[src/hw/rtl/bfds_pkg.sv]
// Shared types and constants for the bounded FIFO deadline server.
// Holds queue sizing, job and record layouts, state encoding and memory controls.
// No dependencies.
`timescale 1ns / 1ps
`default_nettype none

package bfds_pkg;

  localparam int QUEUE_DEPTH = 3;
  localparam int PTR_W       = (QUEUE_DEPTH > 1) ? $clog2(QUEUE_DEPTH) : 1;
  localparam int CNT_W       = $clog2(QUEUE_DEPTH + 1);
  localparam int ID_W        = 16;
  localparam int TIME_W      = 32;

  localparam logic CMD_ARRIVE = 1'b0;
  localparam logic CMD_FLUSH  = 1'b1;

  typedef enum logic [1:0] {
    OUTCOME_DONE   = 2'd0,
    OUTCOME_ABORT  = 2'd1,
    OUTCOME_REJECT = 2'd2
  } outcome_t;

  typedef struct packed {
    logic [ID_W-1:0]   id;
    logic [TIME_W-1:0] arrival;
    logic [TIME_W-1:0] service;
    logic [TIME_W-1:0] deadline;
  } job_t;

  typedef struct packed {
    logic [ID_W-1:0]   id;
    outcome_t          outcome;
    logic [TIME_W-1:0] event_time;
    logic [TIME_W-1:0] delay;
  } rec_t;

  typedef enum logic [2:0] {
    ST_IDLE,
    ST_DECIDE,
    ST_START,
    ST_EVAL,
    ST_DRAIN
  } state_t;

  typedef struct packed {
    logic             wr_en;
    logic [PTR_W-1:0] wr_addr;
    logic             rd_en;
    logic [PTR_W-1:0] rd_addr;
  } qram_ctl_t;

endpackage

`default_nettype wire

[src/hw/rtl/bfds_if.sv]
// Request channel interfaces for the bounded FIFO deadline server.
// Job input channel and result record channel; no package dependencies.
`timescale 1ns / 1ps
`default_nettype none

interface bfds_in_if;
  logic        valid;
  logic        ready;
  logic        command;
  logic [15:0] job_id;
  logic [31:0] arrival_time;
  logic [31:0] service_time;
  logic [31:0] deadline;

  modport source (output valid, command, job_id, arrival_time, service_time, deadline,
                  input ready);
  modport sink   (input valid, command, job_id, arrival_time, service_time, deadline,
                  output ready);
endinterface

interface bfds_out_if;
  logic        valid;
  logic        ready;
  logic [15:0] done_id;
  logic [1:0]  outcome;
  logic [31:0] event_time;
  logic [31:0] wait_delay;
  logic        last_of_run;

  modport source (output valid, done_id, outcome, event_time, wait_delay, last_of_run,
                  input ready);
  modport sink   (input valid, done_id, outcome, event_time, wait_delay, last_of_run,
                  output ready);
endinterface

`default_nettype wire

[src/hw/rtl/bounded_fifo_deadline_server.sv]
// Bounded FIFO deadline server top level; uses bfds_pkg, bfds_if, bfds_qram, bfds_serve_calc.
// A job served at once passes the decide, start and evaluate states; drain loads its record.
// Per request: accept and decide, then read, evaluate and decide per queued job served,
// start and evaluate to serve the arriving job, and a closing record after a served or rejected
// arrival; a stalled result channel holds this, and a new request is taken only when idle.
// Reset: synchronous; clears queue pointers, free time and valid flags, not the job memory.
`timescale 1ns / 1ps
`default_nettype none

module bounded_fifo_deadline_server (
  input  logic              clk,
  input  logic              rst,
  bfds_in_if.sink           job,
  bfds_out_if.source        rec
);
  import bfds_pkg::*;

  state_t            state, state_next;
  logic              cmd;
  job_t              in_job;
  job_t              cur;
  logic [TIME_W-1:0] start;
  logic [TIME_W-1:0] free_time;
  logic [PTR_W-1:0]  head, tail;
  logic [CNT_W-1:0]  count;
  logic              from_queue;
  rec_t              pend;
  logic              pend_valid;
  rec_t              out_rec;
  logic              out_valid;
  logic              out_last;

  qram_ctl_t         qctl;
  job_t              qdata;
  job_t              job_src;
  rec_t              calc_rec;
  logic [TIME_W-1:0] calc_free;

  logic arr_ge, q_empty, q_full, more, out_free, decide_go;
  logic act_serve_q, act_serve_new, act_reject, act_enqueue;
  logic out_load, out_load_last, take_q, take_new, do_enq, do_reject, clear_free;
  logic job_ready, accept;

  bfds_qram u_qram (
    .clk   (clk),
    .ctl   (qctl),
    .wdata (in_job),
    .rdata (qdata)
  );

  bfds_serve_calc u_calc (
    .job       (cur),
    .start     (start),
    .rec       (calc_rec),
    .free_next (calc_free)
  );

  // decide what the current request does next
  always_comb begin
    arr_ge        = in_job.arrival >= free_time;
    q_empty       = count == '0;
    q_full        = count == CNT_W'(QUEUE_DEPTH);
    act_serve_q   = (cmd == CMD_FLUSH) ? !q_empty : (!q_empty && arr_ge);
    act_serve_new = (cmd == CMD_ARRIVE) && q_empty && arr_ge;
    act_reject    = (cmd == CMD_ARRIVE) && !act_serve_q && !act_serve_new && q_full;
    act_enqueue   = (cmd == CMD_ARRIVE) && !act_serve_q && !act_serve_new && !q_full;
    more          = act_serve_q || act_serve_new || act_reject;
    out_free      = !out_valid || rec.ready;
    decide_go     = !pend_valid || out_free;
  end

  // next state
  always_comb begin
    state_next = state;
    case (state)
      ST_IDLE: begin
        if (job.valid) state_next = ST_DECIDE;
      end
      ST_DECIDE: begin
        if (decide_go) begin
          if (act_serve_q || act_serve_new) state_next = ST_START;
          else if (act_reject)               state_next = ST_DRAIN;
          else                               state_next = ST_IDLE;
        end
      end
      ST_START: state_next = ST_EVAL;
      ST_EVAL:  state_next = from_queue ? ST_DECIDE : ST_DRAIN;
      ST_DRAIN: begin
        if (out_free) state_next = ST_IDLE;
      end
      default:  state_next = ST_IDLE;
    endcase
  end

  // control outputs
  always_comb begin
    qctl          = '0;
    qctl.rd_addr  = head;
    qctl.wr_addr  = tail;
    out_load      = 1'b0;
    out_load_last = 1'b0;
    take_q        = 1'b0;
    take_new      = 1'b0;
    do_enq        = 1'b0;
    do_reject     = 1'b0;
    clear_free    = 1'b0;
    job_ready     = 1'b0;
    case (state)
      ST_IDLE: job_ready = 1'b1;
      ST_DECIDE: begin
        if (decide_go) begin
          out_load      = pend_valid;
          out_load_last = !more;
          take_q        = act_serve_q;
          take_new      = act_serve_new;
          do_enq        = act_enqueue;
          do_reject     = act_reject;
          clear_free    = (cmd == CMD_FLUSH) && q_empty;
          qctl.rd_en    = act_serve_q;
          qctl.wr_en    = act_enqueue;
        end
      end
      ST_DRAIN: begin
        out_load      = out_free;
        out_load_last = 1'b1;
      end
      default: ;
    endcase
  end

  assign accept    = job.valid && job_ready;
  assign job.ready = job_ready;
  assign job_src   = from_queue ? qdata : in_job;

  // control registers
  always_ff @(posedge clk) begin
    if (rst) begin
      state      <= ST_IDLE;
      free_time  <= '0;
      head       <= '0;
      tail       <= '0;
      count      <= '0;
      from_queue <= 1'b0;
      pend_valid <= 1'b0;
      out_valid  <= 1'b0;
    end else begin
      state <= state_next;
      // hold the output record until taken
      if (out_load)       out_valid <= 1'b1;
      else if (rec.ready) out_valid <= 1'b0;
      // pending record: drop on push, set on a new result
      if (out_load)                       pend_valid <= 1'b0;
      if (do_reject || state == ST_EVAL)  pend_valid <= 1'b1;
      // advance queue pointers
      if (take_q) begin
        head  <= (head == PTR_W'(QUEUE_DEPTH - 1)) ? '0 : head + PTR_W'(1);
        count <= count - CNT_W'(1);
      end
      if (do_enq) begin
        tail  <= (tail == PTR_W'(QUEUE_DEPTH - 1)) ? '0 : tail + PTR_W'(1);
        count <= count + CNT_W'(1);
      end
      if (take_q)   from_queue <= 1'b1;
      if (take_new) from_queue <= 1'b0;
      // server free time
      if (clear_free)        free_time <= '0;
      if (state == ST_EVAL)  free_time <= calc_free;
    end
  end

  // payload registers
  always_ff @(posedge clk) begin
    if (accept) begin
      cmd             <= job.command;
      in_job.id       <= job.job_id;
      in_job.arrival  <= job.arrival_time;
      in_job.service  <= job.service_time;
      in_job.deadline <= job.deadline;
    end
    if (state == ST_START) begin
      cur   <= job_src;
      start <= (free_time > job_src.arrival) ? free_time : job_src.arrival;
    end
    if (do_reject) begin
      pend.id         <= in_job.id;
      pend.outcome    <= OUTCOME_REJECT;
      pend.event_time <= in_job.arrival;
      pend.delay      <= '0;
    end
    if (state == ST_EVAL) pend <= calc_rec;
    if (out_load) begin
      out_rec  <= pend;
      out_last <= out_load_last;
    end
  end

  assign rec.valid       = out_valid;
  assign rec.done_id     = out_rec.id;
  assign rec.outcome     = out_rec.outcome;
  assign rec.event_time  = out_rec.event_time;
  assign rec.wait_delay  = out_rec.delay;
  assign rec.last_of_run = out_last;

  a_count_bound: assert property (@(posedge clk) disable iff (rst)
    count <= CNT_W'(QUEUE_DEPTH))
    else $error("queue count above depth");

  a_eval_slot_free: assert property (@(posedge clk) disable iff (rst)
    state == ST_EVAL |-> !pend_valid)
    else $error("pending record overwritten");

  a_read_nonempty: assert property (@(posedge clk) disable iff (rst)
    qctl.rd_en |-> count != '0)
    else $error("read from empty queue");

  a_out_load_free: assert property (@(posedge clk) disable iff (rst)
    out_load |-> (!out_valid || rec.ready))
    else $error("output record overwritten");

  a_accept_clean: assert property (@(posedge clk) disable iff (rst)
    accept |=> state == ST_DECIDE && !pend_valid)
    else $error("request accepted with work in flight");

endmodule

`default_nettype wire

[src/hw/rtl/bfds_qram.sv]
// Waiting-job memory: one write port, one read port, registered read data.
// Depends on bfds_pkg.
`timescale 1ns / 1ps
`default_nettype none

module bfds_qram (
  input  logic                 clk,
  input  bfds_pkg::qram_ctl_t  ctl,
  input  bfds_pkg::job_t       wdata,
  output bfds_pkg::job_t       rdata
);
  import bfds_pkg::*;

  job_t mem [QUEUE_DEPTH];

  // write the tail entry
  always_ff @(posedge clk) begin
    if (ctl.wr_en) begin
      mem[ctl.wr_addr] <= wdata;
    end
  end

  // read the head entry, registered
  always_ff @(posedge clk) begin
    if (ctl.rd_en) begin
      rdata <= mem[ctl.rd_addr];
    end
  end

endmodule

`default_nettype wire

[src/hw/rtl/bfds_serve_calc.sv]
// Service arithmetic for one job given its start tick.
// Picks completion or deadline abort and the new server free time. Depends on bfds_pkg.
`timescale 1ns / 1ps
`default_nettype none

module bfds_serve_calc (
  input  bfds_pkg::job_t                   job,
  input  logic [bfds_pkg::TIME_W-1:0]      start,
  output bfds_pkg::rec_t                   rec,
  output logic [bfds_pkg::TIME_W-1:0]      free_next
);
  import bfds_pkg::*;

  logic [TIME_W:0]   finish;
  logic [TIME_W-1:0] start_delay;
  logic [TIME_W-1:0] dl_delay;

  assign finish      = {1'b0, start} + {1'b0, job.service};
  assign start_delay = start - job.arrival;
  assign dl_delay    = job.deadline - job.arrival;

  // choose outcome: late start, overrun, or completion
  always_comb begin
    rec.id = job.id;
    if (start >= job.deadline) begin
      rec.outcome    = OUTCOME_ABORT;
      rec.event_time = start;
      rec.delay      = start_delay;
      free_next      = start;
    end else if (finish > {1'b0, job.deadline}) begin
      rec.outcome    = OUTCOME_ABORT;
      rec.event_time = job.deadline;
      rec.delay      = dl_delay;
      free_next      = job.deadline;
    end else begin
      rec.outcome    = OUTCOME_DONE;
      rec.event_time = finish[TIME_W-1:0];
      rec.delay      = start_delay;
      free_next      = finish[TIME_W-1:0];
    end
  end

endmodule

`default_nettype wire
[src/flat_wrapper.sv]
// flat-port wrapper written by rule: the top's interface ports become plain ports
module bounded_fifo_deadline_server_flat import bfds_pkg::*;
  (clk, rst, job_valid, job_command, job_job_id, job_arrival_time, job_service_time, job_deadline, job_ready, rec_valid, rec_done_id, rec_outcome, rec_event_time, rec_wait_delay, rec_last_of_run, rec_ready);
  bfds_in_if job_i ();
  bfds_out_if rec_i ();
  input  logic clk;
  input  logic rst;
  input wire logic [$bits(job_i.valid)-1:0] job_valid;
  input wire logic [$bits(job_i.command)-1:0] job_command;
  input wire logic [$bits(job_i.job_id)-1:0] job_job_id;
  input wire logic [$bits(job_i.arrival_time)-1:0] job_arrival_time;
  input wire logic [$bits(job_i.service_time)-1:0] job_service_time;
  input wire logic [$bits(job_i.deadline)-1:0] job_deadline;
  output wire logic [$bits(job_i.ready)-1:0] job_ready;
  output wire logic [$bits(rec_i.valid)-1:0] rec_valid;
  output wire logic [$bits(rec_i.done_id)-1:0] rec_done_id;
  output wire logic [$bits(rec_i.outcome)-1:0] rec_outcome;
  output wire logic [$bits(rec_i.event_time)-1:0] rec_event_time;
  output wire logic [$bits(rec_i.wait_delay)-1:0] rec_wait_delay;
  output wire logic [$bits(rec_i.last_of_run)-1:0] rec_last_of_run;
  input wire logic [$bits(rec_i.ready)-1:0] rec_ready;
  assign job_i.valid = job_valid;
  assign job_i.command = job_command;
  assign job_i.job_id = job_job_id;
  assign job_i.arrival_time = job_arrival_time;
  assign job_i.service_time = job_service_time;
  assign job_i.deadline = job_deadline;
  assign job_ready = job_i.ready;
  assign rec_valid = rec_i.valid;
  assign rec_done_id = rec_i.done_id;
  assign rec_outcome = rec_i.outcome;
  assign rec_event_time = rec_i.event_time;
  assign rec_wait_delay = rec_i.wait_delay;
  assign rec_last_of_run = rec_i.last_of_run;
  assign rec_i.ready = rec_ready;
  bounded_fifo_deadline_server u_core (.clk(clk), .rst(rst), .job(job_i), .rec(rec_i));
endmodule
[config.mk]
export PLATFORM = sky130hd
export DESIGN_NAME = bounded_fifo_deadline_server_flat
export DESIGN_NICKNAME = d
export VERILOG_FILES = /design/src/hw/rtl/bfds_pkg.sv /design/src/hw/rtl/bfds_if.sv /design/src/hw/rtl/bounded_fifo_deadline_server.sv /design/src/hw/rtl/bfds_qram.sv /design/src/hw/rtl/bfds_serve_calc.sv /design/src/flat_wrapper.sv
export SDC_FILE = /design/constraint.sdc
export NUM_CORES = 1
export LEC_CHECK = 0
export ABC_AREA = 1
export BUFFER_PORTS_ARGS = -buffer_cell sky130_fd_sc_hd__buf_2
export CAP_MARGIN = 30
export CORE_MARGIN = 2
export CORE_UTILIZATION = 40
export CTS_BUF_LIST = sky130_fd_sc_hd__clkbuf_4 sky130_fd_sc_hd__clkbuf_8
export CTS_CLUSTER_SIZE = 20
export DETAILED_ROUTE_END_ITERATION = 8
export PLACE_DENSITY = 0.63
export SYNTH_ARGS = -nofsm -noshare
export SYNTH_HDL_FRONTEND = slang
export SYNTH_SLANG_ARGS = --single-unit
[constraint.sdc]
create_clock -name clk -period 14.6 [get_ports clk]
set_input_delay 1.46 -clock clk [delete_from_list [all_inputs] [get_ports clk]]
set_output_delay 1.46 -clock clk [all_outputs]
set_load 0.005 [all_outputs]
* Word-level counts from Yosys, hierarchy flattened
Memories as Yosys holds them, arrays and structs flattened. A register that Yosys moved wholly into a read port is not among the register bits.
Cells that the tools add are included.
** Cells by class
- Muxes and demuxes :: 43
- Eq/ne operators :: 10
- Reductions and logical operators :: 30
- $lt $le $gt $ge :: 4
- Add/subtract/negate cells :: 7
- Bitwise logic cells :: 1
** Operators with widths (count)
- 82-bit 2-to-1 mux :: 2
- 32-bit 2-to-1 mux :: 5
- 65-bit 2-to-1 mux :: 2
- 112-bit 2-to-1 mux :: 1
- 32-bit >= comparator :: 2
- 32-bit subtractor :: 2
- 32-bit by 32-bit adder with 33-bit output :: 1
- 33-bit by 32-bit > comparator with 1-bit output :: 1
- 32-bit > comparator :: 1
- 1-bit 2-to-1 mux :: 20
- 3-bit 2-to-1 mux :: 6
- 3-bit one-hot mux with 5 select lines :: 1
- 2-bit nonzero test :: 5
- 1-bit logical AND :: 9
- 2-bit 2-to-1 mux :: 4
- 1-bit zero test :: 7
- 2-bit by 1-bit adder with 2-bit output (second input constant) :: 3
- 2-bit == test (second input constant) :: 3
- 3-bit by 2-bit == test with 1-bit output (second input constant) :: 2
- 1-bit logical OR :: 5
- 2-bit by 1-bit inequality test with 1-bit output (second input constant) :: 2
- 1-bit one-hot mux with 2 select lines :: 2
- 3-bit by 1-bit == test with 1-bit output (second input constant) :: 1
- 3-bit == test (second input constant) :: 1
- 7 further kinds :: 7
** Word-level totals
- Memories kept :: 1
- Memory bits (writable) :: 336
- Input port bits :: 117
- Flip-flop bits (word level) :: 466
- Output and inout bits :: 85
** Memories
- u_core.u_qram.mem :: words 3, width 112, rd ports 1, clocked after Yosys merged registers in 1, wr ports 1, line bfds_qram.sv:14 : job_t mem [QUEUE_DEPTH];

* Longest topological paths before layout
- Depth after elaboration :: 12
- Mapped depth :: 32

* Hierarchy
A second synthesis with hierarchy kept.
** Second synthesis, totals
- Cells, all modules :: 4473
- Area total of the unflattened synthesis :: 44652.8 um^2
** Modules (own cells, without submodules)
- bounded_fifo_deadline_server :: area an instance 18836.8 um^2, cells each 1581, instances 1
- bfds_qram :: area an instance 16901.2 um^2, cells each 1289, instances 1
- bfds_serve_calc :: area an instance 8914.8 um^2, cells each 1603, instances 1

* Least setup slack after synthesis
No wires, ideal clock.
- Path kind :: register -> register
- Start point :: register u_core.state[0]
- End point :: register u_core.state[1]
- Required time :: 14.501 ns
- Library setup time :: 0.099 ns
- Cell stages (with the launch flop) :: 4
- Clock period less this slack :: 11.392 ns
- Arrival :: 11.293 ns
- Setup slack :: 3.208 ns
- Cell sequence :: dfxtp_1 nor3_1 o21ai_0 nor2_1
** On the way
- Longest elaborated chain between the ends :: 3
** RTL lines
- start: declaration :: line bounded_fifo_deadline_server.sv:18 : state_t state, state_next;
- start signal: assignment :: line bounded_fifo_deadline_server.sv:147 : state <= state_next;
- 3-bit by 1-bit == test with 1-bit output, or another cell as far along :: line bounded_fifo_deadline_server.sv:75 : case (state)
- 2-bit by 1-bit inequality test with 1-bit output (no source line) or 2-bit inequality test (tied branches)
- 3-bit AND reduction (no source line)
Several ways; a longest one is shown, not always the timed one.
A chain may end at the register's enable or synchronous reset.

* Final worst setup path
- Start point :: register u_core.start[8]
- End point :: register u_core.pend[6] in the netlist's numbering (data pin)
** On the way
- Longest elaborated chain between the ends :: 5
** RTL lines
- start: declaration :: line bounded_fifo_deadline_server.sv:22 : logic [TIME_W-1:0] start;
- start signal: assignment :: line bounded_fifo_deadline_server.sv:182 : start <= (free_time > job_src.arrival) ? free_time : job_src.arrival;
- 32-bit by 32-bit adder with 33-bit output :: line bfds_serve_calc.sv:18 : assign finish = {1'b0, start} + {1'b0, job.service};
- 33-bit by 32-bit > comparator with 1-bit output :: line bfds_serve_calc.sv:30 : end else if (finish > {1'b0, job.deadline}) begin
- 65-bit 2-to-1 mux :: line bfds_serve_calc.sv:30
- 65-bit 2-to-1 mux * :: line bfds_serve_calc.sv:25 : if (start >= job.deadline) begin
- 82-bit 2-to-1 mux * :: line bounded_fifo_deadline_server.sv:190 : if (state == ST_EVAL) pend <= calc_rec;
- end signal: assignment :: line bounded_fifo_deadline_server.sv:190
- end: declaration :: line bounded_fifo_deadline_server.sv:27 : rec_t pend;
Mark *: on every way between the ends. The rest lies on a longest branch, timed or not.

==> metrics.cfg <==
[synth]
synth_area_leaders = edfxtp_1, nand2_1, ha_1
yosysTopAreaCellShare_pct = 63.0
synth_seq_area_share_pct = 65.1
syn_inst = 3710
yosys_register_bits = 914
syn_area_per_cell_um2 = 11.2
syn_area_um2 = 41500
async_flop_share_pct = 0
synth-edff-count = 870
synth_area_leader_cell = edfxtp_1
synthTopCellsByCount = nand2_1, edfxtp_1, inv_1
synth.most_common_cell = nand2_1
synth_nets = 4052
ys_types = 51
ys_warn_count = 0
synth_flop_cell = edfxtp_1

[worst_setup_path]
crit_slowest_cell = nor4_1
start_kind = flop
arrival_ps = 6550
worst-setup-path-type = reg -> reg
worst_setup_path_end_kind = flop
worst_path_dominant_cell_family = simple AND/OR/NAND/NOR gates
slowest_delay_ps = 560
crit_fanout = 37
path_cells = ha_1 -> inv_1 -> o21bai_1 -> nand3_1 -> nand3_1 -> a21oi_1 -> o21ai_0 -> a21oi_1 -> xnor2_1 -> ha_1 -> nand2_1 -> nor4_1 -> nand3_1 -> nor4_1 -> nand4_2 -> buf_4 -> nand2_4 -> nor2_8 -> inv_4 -> o21ai_0 -> a21oi_1
cp.buffers_inverters = 3
critical_path_required_ps = 15260

[cells_and_area]
num-nets-final = 4329
regArea_um2 = 27000
fill_cells = 9519
area_growth_pct = 13.7
drive_gt1_share_pct = 13.1
multi_input_area_um2 = 13000
utilization_pct = 45.7

[clock_tree]
clk_pin_slew_worst_paths_ps = 60
post_cts_resized = 0
root_buffer = clkbuf_8
clockBufferDepth = 3
numCtsBuffers = 154
ctsHoldBuffers = 0
clock_sinks = 914
tritoncts = yes
htreeDepth = 4
clk_latency_ps = 840
cts_setup_buffers = 0

[placed_design]
gp_congestion = 0.937
dp_hpwl_um = 80800
post-place-ws_ps = 8710
numPortBuffers = 201

[timing]
setup_violations = 0
period_share_pct = 40.3
tightestPinTransition_ps = 1010
fin_ws_ps = 8710
rsz0062_at_grt = false
fin_crit_ps = 5890
hold_violations = 0
tns_ps = 0
relSlewSlack_pct = 32.6
skew_ps = 58.6
slew_viol_final = 0
fmax_mhz = 170

[outcome]
outcome = finished clean

[power_and_ir_drop]
finalPower_mw = 5.63
irDropWorstVdd_uv = 70.6
powerDensity_nw_per_um2 = 119
p_leak_nw = 18.5

[global_routing]
grt_max_degree = 78
grt_pass1_vias = 27400
grtUsageTotal_pct = 21.2
antenna_found_initial = 2
grt_pass1_wl_um = 170000
grt_overflow = 0

[floorplan]
fp.dieW_um = 326
num_io_pins = 202
start_util_pct = 40.2
die_h_um = 326
core_um2 = 103000
rows = 118
die_area_um2 = 106000

[drt]
wl_per_cell_um = 20.6
routed_wl_um = 113000
antenna_left = 0
drtIter0Drc = 2398
vias = 28000
drc_errors = 0
vias_per_cell = 5.10
first_pass_iters = 7

[flow_run]
max_cap_viol_count = 0

[hold_path]
hold_class = reg -> reg

## power by group
part           switching [mW]  internal, mW
Combinational           0.240         0.112
Sequential             0.0569          2.94
Clock                    1.04          1.25
Total                    1.33          4.30
## sequential cells by signal (all words and copies together) (netlist names)
name                    flops
u_core.cur                112
u_core.rec.wait_delay      32
u_core.state                3
u_core.rec.outcome          2
u_core.cmd                  1
u_core.head                 2
u_core.from_queue           1
u_core.rec.last_of_run      1
u_core.tail                 2
u_core.count                2
u_core.rec.valid            1
u_core.pend                82
u_core.rec.event_time      32
u_core.pend_valid           1
u_core.rec.done_id         16
u_core.in_job             112
u_core.u_qram.rdata       112
u_core.start               32
u_core.u_qram.mem         336
u_core.free_time           32
## worst reg2reg max path: cells and delay by family (launching register included)
kind,cells,cell delay (ps)
and+or+nand+nor,9,2040
AOI/OAI and AO/OA,6,1320
buffers and inverters,3,720
adders and majority gates,2,600
DFF,1,550
xor gates and xnor gates,1,490
## metrics by stage
stage | area [µm²] | cells | hold WS [ps]
5_1_grt | 47200 | 5488 | 411
3_3_place_gp | 44100 | 5209 | 404
3_5_place_dp | 44100 | 5210 | 405
4_1_cts | 47200 | 5486 | 407
6_report | 47200 | 5489 | 415
2_1_floorplan | 41500 | 3710 | 400
## final cells by class
type / count / area share [%]
Multi-Input combinational cell: 2396 / 27.6
Sequential cell: 914 / 57.2
Clock buffer: 211 / 5.48
Antenna cell: 2 / 0.0106
Inverter: 286 / 2.29
Tap cell: 1380 / 3.66
Timing Repair Buffer: 235 / 2.71
Clock inverter: 65 / 1.05
## worst paths after layout
kind / depth (start not counted) / end / slack [ps] / start
hold reg to reg: 0 / u_core.rec.done_id[15] / 420 / u_core.pend[81]
hold / removal: 0 / u_core.rec.done_id[15] / 420 / u_core.pend[81]
setup reg to reg: 21 / u_core.pend[6] / 8710 / u_core.start[8]
setup / recovery: 21 / u_core.pend[6] / 8710 / u_core.start[8]
## logic make-up (layout without fill, tap and decap cells)
logic type | Yosys count | after routing | synth area share, %
XOR/XNOR | 90 | 90 | 1.90
adder cells (fa/ha/maj) | 225 | 225 | 6.84
buffers and inverters | 400 | 797 | 3.78
AND/OR/NAND/NOR | 1582 | 1582 | 15.8
AO/OA/AOI/OAI | 499 | 499 | 6.58
flip-flops | 914 | 914 | 65.1
other | 0 | 2 | 0
## metal layers
metal / part of all wire, % / GRT usage [%] / vias to the layer above
met5: 0 / 0 / -
met4: 2.2 / 6.55 / 0
met3: 5.1 / 3.12 / 147
met2: 48 / 35.1 / 815
met1: 44 / 28.7 / 13500
li1: - / - / 13500
## layout by cell type (no fill, tap or decap), types with 4 or more instances in the layout
master and count:
a21oi_1 240, buf_4 32, inv_1 280, o31ai_1 4
a21o_1 13, o211ai_1 6, buf_2 202, a31oi_1 17
nor3_1 27, clkbuf_8 160, clkinv_1 35, bufinv_16 5
a221oi_1 5, nand3_1 217, inv_8 4, nor2_4 5
o21a_1 14, nand2_1 1092, a211oi_1 4, o21ai_0 150
clkinv_2 11, inv_2 4, dfxtp_1 42, nand4_1 56
xnor2_1 32, edfxtp_1 870, or2_2 33, clkbuf_4 51
o21ai_1 20, nor4_1 8, nand3b_1 4, nor2_1 126
xor2_1 58, o21bai_1 8, ha_1 222
(Power assumes the default switching activity.)
